$ cat src/sv/sefr_pkg.sv
`timescale 1ns / 1ps
// ----------------------------------------------------------------------------
// sefr_pkg
// Types and constants shared by the STX/ETX frame receiver core.
// ----------------------------------------------------------------------------
package sefr_pkg;

	// Frame store geometry and the overflow limit on the write index.
	localparam int STORE_DEPTH  = 64;
	localparam int IDX_W        = $clog2(STORE_DEPTH);
	localparam int COUNT_W      = 7;
	localparam int BUFFER_LIMIT = 63;

	// Field widths.
	localparam int BYTE_W  = 8;
	localparam int OP_W    = 2;
	localparam int STATE_W = 2;

	// Stream word widths.
	localparam int IN_DATA_W  = 16;
	localparam int OUT_DATA_W = 32;

	// Configuration port.
	localparam int CFG_IDX_W  = 2;
	localparam int CFG_DATA_W = 8;

	typedef enum logic [CFG_IDX_W-1:0] {
		CFG_TRANSPARENT = 2'd0,
		CFG_START_CODE  = 2'd1,
		CFG_END_CODE    = 2'd2
	} cfg_idx_t;

	typedef enum logic [OP_W-1:0] {
		OP_BYTE    = 2'd0,
		OP_READ    = 2'd1,
		OP_RELEASE = 2'd2
	} op_t;

	typedef enum logic [STATE_W-1:0] {
		ST_IDLE  = 2'd0,
		ST_RECV  = 2'd1,
		ST_READY = 2'd2
	} rx_state_t;

	// Escape sequence characters in order.
	localparam logic [BYTE_W-1:0] ESC_PLUS  = 8'h2B;
	localparam logic [BYTE_W-1:0] ESC_MINUS = 8'h2D;
	localparam logic [BYTE_W-1:0] ESC_HASH  = 8'h23;
	localparam logic [BYTE_W-1:0] ESC_QUERY = 8'h3F;

	function automatic logic [BYTE_W-1:0] esc_char(input logic [1:0] step);
		logic [BYTE_W-1:0] c;
		unique case (step)
			2'd0:    c = ESC_PLUS;
			2'd1:    c = ESC_MINUS;
			2'd2:    c = ESC_HASH;
			default: c = ESC_QUERY;
		endcase
		return c;
	endfunction

endpackage

$ cat src/sv/stx_etx_frame_receiver_core.sv
`timescale 1ns / 1ps
// ----------------------------------------------------------------------------
// stx_etx_frame_receiver_core
// Collects received bytes framed by start and end codes into a 64-entry
// byte store, serves reads from it and echoes bytes in transparent mode.
// ----------------------------------------------------------------------------
// Each result is registered in the output register, which frees in the cycle
// it is taken, so no bubble appears. Throughput: one item per cycle when the
// output is not stalled; the store has one write and one registered read
// port, so every item touches the memory at most once on each.
// Reset: arst_n clears control state, configuration and output valid; the
// store and output payload are not reset, entries undefined until written.
// ----------------------------------------------------------------------------
module stx_etx_frame_receiver_core (
	input  logic                               clk,
	input  logic                               arst_n,
	// Configuration write port
	input  logic                               cfg_we,
	input  logic [sefr_pkg::CFG_IDX_W-1:0]     cfg_index,
	input  logic [sefr_pkg::CFG_DATA_W-1:0]    cfg_wdata,
	// Input stream
	input  logic                               s_axis_tvalid,
	output logic                               s_axis_tready,
	// tdata: rx_byte[7:0], read_index[13:8], zero fill [15:14]
	input  logic [sefr_pkg::IN_DATA_W-1:0]     s_axis_tdata,
	// tuser: operation[1:0]
	input  logic [sefr_pkg::OP_W-1:0]          s_axis_tuser,
	// Output stream
	output logic                               m_axis_tvalid,
	input  logic                               m_axis_tready,
	// tdata: rx_state[1:0], frame_size[8:2], read_data[16:9], echo_valid[17],
	//        echo_byte[25:18], escape_seen[26], zero fill [31:27]
	output logic [sefr_pkg::OUT_DATA_W-1:0]    m_axis_tdata,
	// tlast: frame_done
	output logic                               m_axis_tlast
);
	import sefr_pkg::*;

	// Configuration registers.
	logic              transparent_q;
	logic [BYTE_W-1:0] start_code_q;
	logic [BYTE_W-1:0] end_code_q;

	// Control state.
	rx_state_t          state_q, state_d;
	logic [IDX_W-1:0]   widx_q, widx_d;
	logic [COUNT_W-1:0] count_q, count_d;
	logic [1:0]         esc_step_q, esc_step_d;
	logic               esc_flag_q, esc_flag_d;

	// Byte store: entry 0 lives in its own register because a restart inside
	// a frame writes both the current entry and entry 0 in the same cycle.
	logic [BYTE_W-1:0] store_mem [STORE_DEPTH];
	logic [BYTE_W-1:0] entry0_q;

	// Output register.
	logic               out_valid_q;
	rx_state_t          state_s1;
	logic [COUNT_W-1:0] count_s1;
	logic               done_s1;
	logic               is_read_s1;
	logic [BYTE_W-1:0]  rdata_s1;
	logic               evalid_s1;
	logic [BYTE_W-1:0]  ebyte_s1;
	logic               esc_flag_s1;

	// Decoded input fields.
	op_t               op;
	logic [BYTE_W-1:0] rx_byte;
	logic [IDX_W-1:0]  read_index;
	logic              accept;
	logic              framed_byte;
	logic              mem_we;
	logic              entry0_we;
	logic              done_d;

	assign op         = op_t'(s_axis_tuser);
	assign rx_byte    = s_axis_tdata[BYTE_W-1:0];
	assign read_index = s_axis_tdata[BYTE_W +: IDX_W];

	// A new item enters whenever the output register is empty or draining.
	assign s_axis_tready = !out_valid_q || m_axis_tready;
	assign accept        = s_axis_tvalid && s_axis_tready;
	assign framed_byte   = (op == OP_BYTE) && !transparent_q;

	// Configuration writes.
	always_ff @(posedge clk or negedge arst_n) begin
		if (!arst_n) begin
			transparent_q <= 1'b0;
			start_code_q  <= 8'd2;
			end_code_q    <= 8'd3;
		end else if (cfg_we) begin
			unique case (cfg_index)
				CFG_TRANSPARENT: transparent_q <= cfg_wdata[0];
				CFG_START_CODE:  start_code_q  <= cfg_wdata;
				CFG_END_CODE:    end_code_q    <= cfg_wdata;
				default: ;
			endcase
		end
	end

	// Next receive state.
	always_comb begin
		state_d = state_q;
		if (framed_byte) begin
			unique case (state_q)
				ST_IDLE: begin
					if (rx_byte == start_code_q) state_d = ST_RECV;
				end
				ST_RECV: begin
					if (rx_byte == end_code_q) state_d = ST_READY;
					else if (rx_byte == start_code_q) state_d = ST_RECV;
					else if (int'(widx_q) >= BUFFER_LIMIT) state_d = ST_IDLE;
				end
				default: ;
			endcase
		end else if (op == OP_RELEASE && state_q == ST_READY) begin
			state_d = ST_IDLE;
		end
	end

	// Index, count and store write enables.
	always_comb begin
		widx_d    = widx_q;
		count_d   = count_q;
		done_d    = 1'b0;
		mem_we    = 1'b0;
		entry0_we = 1'b0;
		if (framed_byte) begin
			// Every framed byte lands at the write index first.
			mem_we    = (widx_q != '0);
			entry0_we = (widx_q == '0);
			unique case (state_q)
				ST_IDLE: begin
					if (rx_byte == start_code_q) begin
						widx_d  = IDX_W'(1);
						count_d = COUNT_W'(1);
					end
				end
				ST_RECV: begin
					priority if (rx_byte == end_code_q) begin
						widx_d  = '0;
						count_d = count_q + COUNT_W'(1);
						done_d  = 1'b1;
					end else if (rx_byte == start_code_q) begin
						entry0_we = 1'b1;
						widx_d    = IDX_W'(1);
						count_d   = COUNT_W'(1);
					end else if (int'(widx_q) < BUFFER_LIMIT) begin
						widx_d  = widx_q + IDX_W'(1);
						count_d = count_q + COUNT_W'(1);
					end else begin
						widx_d  = '0;
						count_d = '0;
					end
				end
				default: ;
			endcase
		end else if (op == OP_RELEASE && state_q == ST_READY) begin
			widx_d  = '0;
			count_d = '0;
		end
	end

	// Escape sequence tracker, transparent mode only.
	always_comb begin
		esc_step_d = esc_step_q;
		esc_flag_d = esc_flag_q;
		if (op == OP_BYTE && transparent_q) begin
			if (rx_byte == esc_char(esc_step_q)) begin
				if (esc_step_q == 2'd3) esc_flag_d = 1'b1;
				else esc_step_d = esc_step_q + 2'd1;
			end else begin
				esc_step_d = 2'd0;
			end
		end
	end

	// Control state registers.
	always_ff @(posedge clk or negedge arst_n) begin
		if (!arst_n) begin
			state_q    <= ST_IDLE;
			widx_q     <= '0;
			count_q    <= '0;
			esc_step_q <= 2'd0;
			esc_flag_q <= 1'b0;
		end else if (accept) begin
			state_q    <= state_d;
			widx_q     <= widx_d;
			count_q    <= count_d;
			esc_step_q <= esc_step_d;
			esc_flag_q <= esc_flag_d;
		end
	end

	// Store write port.
	always_ff @(posedge clk) begin
		if (accept && mem_we) store_mem[widx_q] <= rx_byte;
	end

	always_ff @(posedge clk) begin
		if (accept && entry0_we) entry0_q <= rx_byte;
	end

	// Store read port, registered into the output stage.
	always_ff @(posedge clk) begin
		if (accept && op == OP_READ) begin
			if (read_index == '0) rdata_s1 <= entry0_q;
			else rdata_s1 <= store_mem[read_index];
		end
	end

	// Output payload.
	always_ff @(posedge clk) begin
		if (accept) begin
			state_s1    <= state_d;
			count_s1    <= count_d;
			done_s1     <= done_d;
			is_read_s1  <= (op == OP_READ);
			evalid_s1   <= (op == OP_BYTE) && transparent_q;
			ebyte_s1    <= ((op == OP_BYTE) && transparent_q) ? rx_byte : '0;
			esc_flag_s1 <= esc_flag_d;
		end
	end

	// Output valid.
	always_ff @(posedge clk or negedge arst_n) begin
		if (!arst_n) begin
			out_valid_q <= 1'b0;
		end else if (accept) begin
			out_valid_q <= 1'b1;
		end else if (m_axis_tready) begin
			out_valid_q <= 1'b0;
		end
	end

	assign m_axis_tvalid = out_valid_q;
	assign m_axis_tlast  = done_s1;
	assign m_axis_tdata  = {
		5'd0,
		esc_flag_s1,
		ebyte_s1,
		evalid_s1,
		(is_read_s1 ? rdata_s1 : {BYTE_W{1'b0}}),
		count_s1,
		state_s1
	};

	// Idle means an empty frame with the write pointer home.
	a_idle_empty: assert property (@(posedge clk) disable iff (!arst_n)
		(state_q == ST_IDLE) |-> (widx_q == '0 && count_q == '0))
		else $error("idle state with non-zero index or count");

	// While receiving, the count tracks the write pointer and never uses entry 0.
	a_recv_count: assert property (@(posedge clk) disable iff (!arst_n)
		(state_q == ST_RECV) |-> (widx_q != '0 && COUNT_W'(widx_q) == count_q))
		else $error("receive index and count out of step");

	// A completed frame is always reported in the ready state.
	a_done_ready: assert property (@(posedge clk) disable iff (!arst_n)
		(m_axis_tvalid && m_axis_tlast) |-> (m_axis_tdata[1:0] == ST_READY))
		else $error("frame completion outside ready state");

	// A frame completion moves the receiver to ready at the next edge.
	a_done_state: assert property (@(posedge clk) disable iff (!arst_n)
		(accept && done_d) |=> (state_q == ST_READY))
		else $error("end code did not make the frame ready");

endmodule
$ cat config.mk
export PLATFORM = sky130hd
export DESIGN_NAME = stx_etx_frame_receiver_core
export DESIGN_NICKNAME = d
export VERILOG_FILES = /design/src/sv/sefr_pkg.sv /design/src/sv/stx_etx_frame_receiver_core.sv
export SDC_FILE = /design/constraint.sdc
export NUM_CORES = 1
export LEC_CHECK = 0
export BUFFER_PORTS_ARGS = -buffer_cell sky130_fd_sc_hd__buf_2
export CAP_MARGIN = 30
export CORE_UTILIZATION = 45
export CTS_BUF_LIST = sky130_fd_sc_hd__clkbuf_16
export DETAILED_ROUTE_END_ITERATION = 10
export GPL_TIMING_DRIVEN = 0
export HOLD_SLACK_MARGIN = 0.15
export SLEW_MARGIN = 30
export SYNTH_ARGS = -nofsm -noshare
export SYNTH_HDL_FRONTEND = slang
export SYNTH_SLANG_ARGS = --single-unit
$ cat constraint.sdc
create_clock -name clk -period 3.6 [get_ports clk]
set_clock_uncertainty 0.15 [all_clocks]
set_input_delay 0.18 -clock clk [delete_from_list [all_inputs] [get_ports clk]]
set_output_delay 0.18 -clock clk [all_outputs]
set_load 0.01 [all_outputs]
==> flow_summary_export.csv <==
group,metric,value,unit
yosys,ys_async_sr_fraction,0.0615,
finish,antennaDiodeCount,0,
global_route,grt_max_degree,72,
yosys,yosysWarnings,0,
yosys,synth_compound_area_frac,0.0465,
power_and_ir_drop,power_leakage,9.10,nW
yosys,syn_inst,1307,
detailed_routing,via_count,12800,
placed_design,gp_congestion,0.897,
detailed_routing,vias_per_cell,5.86,
global_route,grt-ovfl-total,0,
global_route,antenna_found_initial,0,
detailed_routing,route.detailed.drc,0,
sta,slew-limit-headroom,0.386,
sta,finalHoldViolCount,0,
yosys,synth_ff_type,"edfxtp_1",
sta,finalCritPeriodShare,1.02,
floorplan,die-area,53600,um^2
outcome,status,"finished, violations left",
floorplan,rows,83,
yosys,synth_xor_xnor_area_share,0.00666,
finish,layout_common_cells,"549 x edfxtp_1, 95 x mux4_2, 76 x mux2i_1",
detailed_routing,routedWlPerCell,26.9,um
floorplan,die_x,231,um
finish,nets,1503,
global_route,grt_pass1_vias,12900,
detailed_routing,firstDrtPassIters,7,
yosys,yosysUniqueCellTypes,64,
finish,fillerInstances,4123,
yosys,synth-simple-area-share,0.0530,
sta,period_needed,3680,ps
clocking,cts_sinks,585,
yosys,netlist_area,23700,um^2
clocking,clockRootBuffer,"clkbuf_16",
yosys,netlist.area_leader.share,0.696,
power_and_ir_drop,irDropWorstVdd,425,uV
clocking,cts_inserted_buffers,60,
setup_path,end_kind,"flip-flop",
detailed_routing,dr.first_iter.drc_count,1289,
outcome,violations,"negative setup slack",
floorplan,start_util,0.459,
clocking,tritoncts,"yes",
placed_design,io_buffers,57,
placed_design,hpwl,37.5,mm
yosys,ys_ff_latch,585,
yosys,netlist_top_cells_area,"edfxtp_1 70%, mux4_2 9.0%, dfrtp_1 3.5%",
clocking,clk_latency,610,ps
finish,syn_to_final_growth,15.6,%
setup_path,arrival,3770,ps
setup_path,crit_type,"flip-flop to flip-flop",
power_and_ir_drop,p_per_area,537,nW/um^2
yosys,synth-edff-count,549,
yosys,muxShareOfSynthArea,0.135,
setup_path,required,3680,ps
clocking,clock_path_buffers,3,
setup_path,crit_fanout,10,
global_route,grt.total_usage,0.226,
yosys,synth_top_area_cell,"edfxtp_1",
detailed_routing,antenna_left,0,
yosys,synth_seq_area_share,0.734,
yosys,synth-adder-area-share,0.00317,
floorplan,ios,68,
sta,worstMarginPinSlew,912,ps
sta,rsz0062_at_grt,"yes",
power_and_ir_drop,power,14.7,mW
detailed_routing,wl,59.0,mm
floorplan,die_h,231,um
sta,maxSlewViolCount,0,
global_route,grt_pass1_wl,86.8,mm
sta,max_freq,272,MHz
yosys,synth_top_family_by_area,"multiplexers",
finish,mostFrequentLayoutCell,"edfxtp_1",
min_path,min_path_type,"input pin to flip-flop",
floorplan,core-area,51600,um^2
setup_path,reg2reg_depth,5,
run,cap_violations,0,
yosys,avgSynthCellArea,18.1,um^2
min_path,hold_path_depth,3,
sta,fin_ws,-82.3,ps
clocking,htreeDepth,2,
finish,drive_above_1_share,0.250,
setup_path,setup.worst_path.start_class,"flip-flop",
sta,finalSetupViolCount,32,
clocking,clk_pin_slew,60,ps
sta,hold_slack,213,ps
-- metal layers --
| layer | track usage | vias up | share of wire |
|---|---|---|---|
| met5 | 0 | - | 0 |
| met4 | 0.0671 | 0 | 0.027 |
| met3 | 0.0443 | 91 | 0.073 |
| met2 | 0.359 | 535 | 0.47 |
| met1 | 0.316 | 6645 | 0.43 |
| li1 | - | 5575 | - |
-- worst max-delay path: stages (launching register included) --
cell and delay (ps):
dfrtp_1 380, or2b_2 200, nand2_1 310, nor2_1 570
nand3_1 760, nor2_1 930
-- sequential cells by signal, summed over array words and instances, names as in the netlist --
signal / cells
esc_flag_s1: 1
rdata_s1: 8
state_s1: 2
store_mem: 512
is_read_s1: 1
state_q: 2
count_q: 7
esc_step_q: 2
m_axis_tvalid: 1
count_s1: 7
evalid_s1: 1
end_code_q: 8
widx_q: 6
esc_flag_q: 1
start_code_q: 8
ebyte_s1: 8
m_axis_tlast: 1
transparent_q: 1
entry0_q: 8
-- layout make-up --
class / count / area, um^2 / share of cell area
Sequential cell: 585 / 17400 / 0.635
Multi-Input combinational cell: 635 / 6060 / 0.221
Clock buffer: 61 / 1530 / 0.0557
Tap cell: 680 / 851 / 0.0311
Timing Repair Buffer: 90 / 648 / 0.0237
Buffer: 72 / 437 / 0.0159
Clock inverter: 50 / 385 / 0.0141
Inverter: 19 / 75.1 / 0.00274
Timing Repair inverter: 1 / 5.00 / 0.000183
-- worst paths after layout --
path | from | to | slack [ps]
min in group asynchronous | arst_n | end_code_q[0]$_DFFE_PN1P_ | 550
min reg2reg | esc_flag_q$_DFFE_PN0P_ | esc_flag_q$_DFFE_PN0P_ | 320
min | cfg_wdata[7] | end_code_q[7]$_DFFE_PN0P_ | 210
max | m_axis_tvalid$_DFFE_PN0P_ | store_mem[2][0]$_DFFE_PP_ | -80
max reg2reg | m_axis_tvalid$_DFFE_PN0P_ | store_mem[2][0]$_DFFE_PP_ | -80
max in group asynchronous | arst_n | start_code_q[2]$_DFFE_PN0P_ | 2530
-- synth_stat cells (all sizes together), types with 5 or more instances --
library cell  count
nor4              6
a22oi            21
and2             17
o22ai             9
o21ai            34
a22o              6
xor2              9
xnor2             9
a21o              5
nor2             87
a32o              7
a221oi           24
nand2            46
nand4             6
or2               5
edfxtp          549
a31oi             6
nor3              8
mux4             95
dfrtp            33
and3             14
inv              19
mux2i            76
mux2             26
nor2b            11
clkbuf           26
ha                6
nand3            23
a21oi            22
or3              12
buf              46
-- logic make-up after synthesis --
group | count (synthesis)
AOI/OAI and AO/OA | 157
xor gates and xnor gates | 18
adders and majority gates | 6
buffers and inverters | 91
DFF | 585
muxes | 197
other | 1
and+or+nand+nor | 252
-- where the power goes --
| part | leakage [nW] | total, mW | internal, mW | switching (mW) |
|---|---|---|---|---|
| combinational | 2.72 | 1.04 | 0.378 | 0.661 |
| sequential | 5.41 | 7.59 | 7.54 | 0.0572 |
| clock | 0.975 | 6.06 | 3.49 | 2.58 |
-- through the flow --
| stage | std cells | utilization | instance area (um^2) | setup slack, ps | TNS, ps |
|---|---|---|---|---|---|
| 3_3_place_gp | 2048 | 0.481 | 24800 | -591 | -101550 |
| 6_report | 2193 | 0.531 | 27400 | -82.3 | -1850 |
| 4_1_cts | 2190 | 0.527 | 27200 | -296 | -29430 |
| 5_1_grt | 2193 | 0.531 | 27400 | -141 | -6970 |
| 3_5_place_dp | 2049 | 0.482 | 24900 | -703 | -123940 |
| 2_1_floorplan | 1311 | - | 23700 | 805 | 0 |
-- what timing repair did --
item	in CTS	in global routing
buffers inserted	0	0
resized for setup	36	39
setup endpoints to repair	296	304
cloned	0	1
hold buffers	30	0
endpoints found under the hold margin	622	0
Power figures use the tool's default switching activity.
